==> src/rtl/pesd_pkg.sv <==
`timescale 1ns / 1ps
// ----------------------------------------------------------------------------
// pesd_pkg
// Shared types and constants for the pose error steering decision block.
// ----------------------------------------------------------------------------
package pesd_pkg;

    localparam int ANGLE_W    = 16;
    localparam int CORDIC_Z_W = 32;
    localparam int ATAN_LEN   = 24;
    localparam int CFG_IDX_W  = 3;
    localparam int TOL_W      = 15;
    localparam int ARRIVE_W   = 19;
    localparam int FRAC_BITS  = 8;
    localparam int INV_GAIN   = 636752;

    typedef enum logic [CFG_IDX_W-1:0] {
        REG_ORIGIN_X       = 3'd0,
        REG_ORIGIN_Y       = 3'd1,
        REG_ORIGIN_HEADING = 3'd2,
        REG_HEADING_TOL    = 3'd3,
        REG_ARRIVE_TOL     = 3'd4,
        REG_DRIVE_SPEED    = 3'd5,
        REG_TURN_RATE      = 3'd6
    } cfg_index_t;

    // atan(2^-i) with 2^32 = 2 pi, rounded to nearest
    function automatic logic [CORDIC_Z_W-1:0] atan_entry(input int i);
        logic [CORDIC_Z_W-1:0] v;
        begin
            case (i)
                0:       v = 32'd536870912;
                1:       v = 32'd316933406;
                2:       v = 32'd167458907;
                3:       v = 32'd85004756;
                4:       v = 32'd42667331;
                5:       v = 32'd21354465;
                6:       v = 32'd10679838;
                7:       v = 32'd5340245;
                8:       v = 32'd2670163;
                9:       v = 32'd1335087;
                10:      v = 32'd667544;
                11:      v = 32'd333772;
                12:      v = 32'd166886;
                13:      v = 32'd83443;
                14:      v = 32'd41722;
                15:      v = 32'd20861;
                16:      v = 32'd10430;
                17:      v = 32'd5215;
                18:      v = 32'd2608;
                19:      v = 32'd1304;
                20:      v = 32'd652;
                21:      v = 32'd326;
                22:      v = 32'd163;
                23:      v = 32'd81;
                default: v = 32'd0;
            endcase
            return v;
        end
    endfunction

endpackage

==> src/rtl/pesd_cordic_cell.sv <==
`timescale 1ns / 1ps
// ----------------------------------------------------------------------------
// pesd_cordic_cell
// One registered CORDIC micro-rotation, rotating or vectoring, with a side word
// that travels alongside the vector.
// ----------------------------------------------------------------------------
module pesd_cordic_cell #(
    parameter int W         = 31,
    parameter int SW        = 56,
    parameter int STAGE     = 0,
    parameter bit VECTORING = 1'b0
) (
    input  logic                                   clk,
    input  logic                                   rst_n,
    input  logic                                   in_valid,
    output logic                                   in_ready,
    input  logic signed [W-1:0]                    x_in,
    input  logic signed [W-1:0]                    y_in,
    input  logic        [pesd_pkg::CORDIC_Z_W-1:0] z_in,
    input  logic        [SW-1:0]                   side_in,
    output logic                                   out_valid,
    input  logic                                   out_ready,
    output logic signed [W-1:0]                    x_out,
    output logic signed [W-1:0]                    y_out,
    output logic        [pesd_pkg::CORDIC_Z_W-1:0] z_out,
    output logic        [SW-1:0]                   side_out
);
    import pesd_pkg::*;

    localparam logic [CORDIC_Z_W-1:0] ANGLE = atan_entry(STAGE);

    logic                  valid_reg;
    logic signed [W-1:0]   x_reg, x_next;
    logic signed [W-1:0]   y_reg, y_next;
    logic [CORDIC_Z_W-1:0] z_reg, z_next;
    logic [SW-1:0]         side_reg;
    logic signed [W-1:0]   dx, dy;
    logic                  sigma_pos;
    logic                  load;

    assign in_ready = !valid_reg || out_ready;
    assign load     = in_valid && in_ready;

    always_comb
    begin
        dx        = y_in >>> STAGE;
        dy        = x_in >>> STAGE;
        sigma_pos = VECTORING ? y_in[W-1] : !z_in[CORDIC_Z_W-1];
        if (sigma_pos)
        begin
            x_next = x_in - dx;
            y_next = y_in + dy;
            z_next = z_in - ANGLE;
        end
        else
        begin
            x_next = x_in + dx;
            y_next = y_in - dy;
            z_next = z_in + ANGLE;
        end
    end

    always_ff @(posedge clk or negedge rst_n)
    begin
        if (!rst_n)
            valid_reg <= 1'b0;
        else if (in_ready)
            valid_reg <= in_valid;
    end

    always_ff @(posedge clk)
    begin
        if (load)
        begin
            x_reg    <= x_next;
            y_reg    <= y_next;
            z_reg    <= z_next;
            side_reg <= side_in;
        end
    end

    assign out_valid = valid_reg;
    assign x_out     = x_reg;
    assign y_out     = y_reg;
    assign z_out     = z_reg;
    assign side_out  = side_reg;

endmodule

==> config.mk <==
export PLATFORM = sky130hd
export DESIGN_NAME = pesd_cordic_cell
export DESIGN_NICKNAME = d
export VERILOG_FILES = /design/src/rtl/pesd_pkg.sv /design/src/rtl/pesd_cordic_cell.sv
export SDC_FILE = /design/constraint.sdc
export NUM_CORES = 1
export LEC_CHECK = 0
export CORE_MARGIN = 1
export CORE_UTILIZATION = 35
export CTS_CLUSTER_DIAMETER = 120
export CTS_CLUSTER_SIZE = 16
export DETAILED_ROUTE_END_ITERATION = 6
export DONT_BUFFER_PORTS = 1
export PLACE_DENSITY_LB_ADDON = 0.08
export SYNTH_ARGS = -nofsm -noshare
export SYNTH_HDL_FRONTEND = slang
export SYNTH_SLANG_ARGS = --single-unit
==> constraint.sdc <==
create_clock -name clk -period 5.4 [get_ports clk]
set_input_delay 0.27 -clock clk [delete_from_list [all_inputs] [get_ports clk]]
set_output_delay 0.27 -clock clk [all_outputs]
set_load 0.02 [all_outputs]
# After elaboration in Yosys (flattened, before gate mapping)
# Cells that the tools add are included.
[totals] elab_cells=16 input_bits=154 register_bits=151 output_inout_bits=152
[op_classes] addsub=5 n_reduce_logical=3 mux=3
[op_table] operator="two-way mux 31 bit" n=2
[op_table] operator="subtractor 31 bit" n=2
[op_table] operator="adder 32 x 30 -> 32 bit (second input constant)" n=1
[op_table] operator="two-way mux 32 bit" n=1
[op_table] operator="subtractor 32 x 30 -> 32 bit (second input constant)" n=1
[op_table] operator="adder 31 bit" n=1
[op_table] operator="logical AND 1 bit" n=1
[op_table] operator="zero test 1 bit" n=1
[op_table] operator="logical OR 1 bit" n=1

# Depth between registers and ports, before layout
[depth] word_depth=3 mapped_depth=12 mapped_depth_nobuf=12

# Least setup slack after synthesis
# Ideal clock, no wire load.
[synth_path] kind="reg2reg" from="register valid_reg, in the netlist out_valid" to="register side_reg[0], in the netlist side_out[0], enable pin" setup_ps=526 path_stages_with_launch=3 t_required_ps=4874 setup_slack_ps=718 path_buffers=0 t_arrival_ps=4156 synth_period_minus_slack_ps=4682 path_cell_list="dfrtp_1 -> nand2b_1 -> and2_1"
[synth_between] elab_chain_cells=3
[synth_rtl] item="from (decl)" line_no="pesd_cordic_cell.sv:32" rtl="logic valid_reg;"
[synth_rtl] item="from (signal assigned)" line_no="pesd_cordic_cell.sv:68" rtl="valid_reg <= in_valid;"
[synth_rtl] item="zero test 1 bit" line_no="pesd_cordic_cell.sv:41" rtl="assign in_ready = !valid_reg || out_ready;"
[synth_rtl] item="logical OR 1 bit" line_no="pesd_cordic_cell.sv:41"
[synth_rtl] item="net in_ready" line_no="pesd_cordic_cell.sv:16" rtl="output logic in_ready,"
[synth_rtl] item="logical AND 1 bit" line_no="pesd_cordic_cell.sv:42" rtl="assign load = in_valid && in_ready;"
[synth_rtl] item="net load" line_no="pesd_cordic_cell.sv:39" rtl="logic load;"
[synth_rtl] item="to (signal assigned)" line_no="pesd_cordic_cell.sv:78" rtl="side_reg <= side_in;"
[synth_rtl] item="to (decl)" line_no="pesd_cordic_cell.sv:36" rtl="logic [SW-1:0] side_reg;"
# The timed path passes the listed nets, and every way through them passes these cells.
# A chain may end at the register's enable or synchronous reset.

# Worst setup path after layout
[layout_path] from="input port x_in[1]" to="register y_reg[27], in the netlist y_out[27] (data pin)"
[layout_between] elab_chain_cells=2 elab_cells_between_ends=3 classes_between="2 x add/sub; 1 x mux"
[layout_rtl] item="from (decl)" line_no="pesd_cordic_cell.sv:17" rtl="input logic signed [W-1:0] x_in,"
[layout_rtl] item="adder 31 bit or subtractor 31 bit (tied branches)" line_no="pesd_cordic_cell.sv:52, pesd_cordic_cell.sv:58"
[layout_rtl] item="two-way mux 31 bit (*)" line_no="pesd_cordic_cell.sv:49" rtl="if (sigma_pos)"
[layout_rtl] item="net y_next[27]" line_no="pesd_cordic_cell.sv:34" rtl="logic signed [W-1:0] y_reg, y_next;"
[layout_rtl] item="to (signal assigned)" line_no="pesd_cordic_cell.sv:76" rtl="y_reg <= y_next;"
[layout_rtl] item="to (decl)" line_no="pesd_cordic_cell.sv:34"
# The timed path passes the listed nets; every way through them passes the cells marked *.

==> summary.log <==
[routing] number of nets still failing antenna checks after routing 0
[synthesis] number of nets in the synthesized netlist 1196
[clock_tree] CTS tree done
[synthesis] YS warnings 0
[finish] # nets final 1265
[routing] detailed-route DRC error count 0
[placed_design] final estimated routing congestion in global placement 0.861
[finish] count of antenna diodes in the layout 0
[placed_design] Cell Count Post-Placement 1274
[job] max cap viols 0
[routing] initial drt markers 586
[critical_path] CP required 5.55 ns
[global_routing] first-pass GRT wire length 44500 um
[global_routing] antenna violations before repair 0
[clock_tree] root buffer cell sky130_fd_sc_hd__clkbuf_16
[power_and_ir_drop] Static Leak 0.00457 uW
[worst_hold_path] min-delay worst type in -> async
[run_status] run status complete, no violations
[critical_path] Worst setup endpoint y_out[27]
[global_routing] aggregate global routing overflow 0
[sta] Final Hold Viols 0
[synthesis] Post-synth ARST share 0.00667
[routing] drt total wl 30200 um
[global_routing] via count of the first global-routing pass 7204
[finish] highest-count cells in the layout ignoring fill and taps sky130_fd_sc_hd__edfxtp_1 (149), sky130_fd_sc_hd__ha_1 (98), sky130_fd_sc_hd__a21oi_1 (92)
[routing] average routed wire per standard cell 21.6 um
[sta] count of final setup violators 0
[placed_design] area after detailed placement 10100 um2
[synthesis] Unique masters post-synth 70
[synthesis] proportion of synthesized chip area in sequential cells 0.460
[die] Die Y 169 um
[die] floorplan core area 27200 um2
[critical_path] startpoint types input port
[die] area of the die 28600 um2
[sta] final sum of negative setup slack 0 ns
[placed_design] placed wire-length estimate after detailed placement 22900 um
[finish] total non-filler cell area in the finished layout 11600 um2
[placed_design] number of buffer cells added on primary ports 0
[critical_path] origin of the critical flop-to-flop path out_valid
[critical_path] data arrival time at the worst-slack endpoint 3.35 ns
[global_routing] total routing usage reported by global routing 0.206
[finish] layout cell share with drive strength beyond 1 0.0489
[power_and_ir_drop] Pwr per Cell Area 308 nW/um2
[sta] Clock Skew 0.0162 ns
[die] io pins 306
[synthesis] post-synth design cell area 9790 um2
[routing] detail-routed via count per cell 5.32
[routing] TritonRoute pass-1 iters 5
[critical_path] Worst Reg-to-Reg Cells 3
[die] number of rows in the core area 60
[finish] post-synthesis to final-layout area growth 18.5%
[global_routing] maximum number of pins on one net before global-route repair 78
[sta] Final min period 3.20 ns
[die] width of the die 169 um
[critical_path] Critical Path End Type register
[synthesis] EDFF count, synth 149
[sta] worst relative slew slack 0.306
[synthesis] Synth Flop Type sky130_fd_sc_hd__edfxtp_1
[sta] max frequency 0.312 GHz
[clock_tree] count of cells resized by post-cts repair 0
[clock_tree] clock-pin slew of the registers on the worst-case setup and hold paths 0.07 ns
[critical_path] Crit Path Max Fanout 4
[critical_path] startpoint-to-endpoint class of the critical path in -> reg
[clock_tree] number of CTS-inserted buffers 17
[critical_path] reg-to-reg critical path endpoint x_out[22]
[finish] non-filler instance count after layout 1394
[sta] setup repair after global routing missed its margin false
[finish] fill cell count 2650
[clock_tree] Skew-Pair Late Insertion Delay 0.43 ns
[finish] most common library cell in the layout ignoring fill and taps sky130_fd_sc_hd__edfxtp_1
[sta] Final Cycle Share 0.593
[routing] DR vias 7415
[power_and_ir_drop] VDD IR max 207 uV
[finish] area of the multi-input gates 4770 um2
[synthesis] Synth Instances 940
[critical_path] reg-to-reg setup timing slack 2.91 ns
[die] initial standard-cell utilization of the core 0.360
[synthesis] register bit count reported by yosys 150
[clock_tree] buffer levels on the longest clock path 2
[sta] final slew viol count 0
[sta] slew at the pin closest to its max-slew limit 1.04 ns
[clock_tree] total number of H-tree levels 4
[clock_tree] sink count of the clock tree 150
[critical_path] CP Launch Point x_in[1]
[finish] footprint of the flip-flops and latches 4500 um2
[synthesis] average instance area after synthesis 10.4 um2
[final cells by class]
type	count	area share
multi-input cells	657	0.411
clock inverters	14	0.0154
well taps	372	0.0401
clock buffers	18	0.0370
repair buffers	90	0.0783
inverters	93	0.0301
flip-flops and latches	150	0.388
[critical path, stage by stage]
cell,delay (ns)
sky130_fd_sc_hd__inv_1,0.17
sky130_fd_sc_hd__ha_1,0.29
sky130_fd_sc_hd__nor2b_1,0.16
sky130_fd_sc_hd__o31ai_1,0.48
sky130_fd_sc_hd__a21oi_1,0.32
sky130_fd_sc_hd__a211oi_1,0.71
sky130_fd_sc_hd__o21ai_0,0.31
sky130_fd_sc_hd__a221o_1,0.36
sky130_fd_sc_hd__mux2i_1,0.17
sky130_fd_sc_hd__xnor2_1,0.10
[flip-flops by register name (all words and copies together) (netlist names)]
register   flops
y_out         31
side_out      56
out_valid      1
x_out         30
z_out         32
[per-stage QoR]
step                      total power (uW)  setup WS [ns]  hold WS [ns]  utilization
after floorplan                       2090          0.718       -0.0256            -
after global routing                  3720           2.02        0.0437        0.427
final                                 3570           2.20        0.0467        0.427
after detailed placement              2290           1.90       -0.0256        0.372
after global placement                2300           1.91       -0.0255        0.372
after CTS                             3600           2.31        0.0304        0.427
[Yosys cell counts, types with 17 or more instances]
| cell type | number | area, um2 |
|---|---|---|
| sky130_fd_sc_hd__clkbuf_1 | 21 | 78.8 |
| sky130_fd_sc_hd__o21ai_0 | 53 | 265 |
| sky130_fd_sc_hd__o21bai_1 | 21 | 158 |
| sky130_fd_sc_hd__inv_1 | 89 | 334 |
| sky130_fd_sc_hd__nor3_1 | 25 | 125 |
| sky130_fd_sc_hd__nand3_1 | 19 | 95.1 |
| sky130_fd_sc_hd__nand2_1 | 40 | 150 |
| sky130_fd_sc_hd__a21o_1 | 17 | 128 |
| sky130_fd_sc_hd__a21oi_1 | 92 | 460 |
| sky130_fd_sc_hd__nor2_1 | 53 | 199 |
| sky130_fd_sc_hd__xnor2_1 | 54 | 473 |
| sky130_fd_sc_hd__edfxtp_1 | 149 | 4470 |
| sky130_fd_sc_hd__ha_1 | 98 | 1230 |
[how the worst min path moves through the flow]
stage	from	end	slack (ns)	cells past startpoint
finish	rst_n	out_valid	0.05	1
global route	rst_n	out_valid	0.04	1
CTS	rst_n	out_valid	0.03	1
detailed placement	rst_n	out_valid	-0.03	0
global placement	rst_n	out_valid	-0.03	0
floorplan	rst_n	out_valid	-0.03	0
[what timing repair did]
action | in CTS | in global routing
endpoints found under the hold margin | 88 | 0
setup endpoints to repair | 0 | 0
setup buffers | 0 | 0
hold buffers | 88 | 0
[kinds of logic after synthesis]
logic type	count (synthesis)	synth area share
fa+ha+maj	102	0.133
mux	15	0.0155
xor+xnor	60	0.0537
simple gates	202	0.101
buf+inv	133	0.0532
compound gates	278	0.184
flops	150	0.460
[metal layers]
| layer | share of wire | global-route usage |
|---|---|---|
| met5 | 0 | 0 |
| met4 | 0.021 | 0.0713 |
| met3 | 0.054 | 0.0352 |
| met2 | 0.48 | 0.343 |
| met1 | 0.44 | 0.270 |
[report_power, final]
part           internal [uW]  switching (uW)  leakage, uW
registers               1420             166      0.00143
logic                    288             440      0.00285
clock network            704             547     0.000295
total                   2420            1150      0.00457
(Power assumes the default switching activity.)
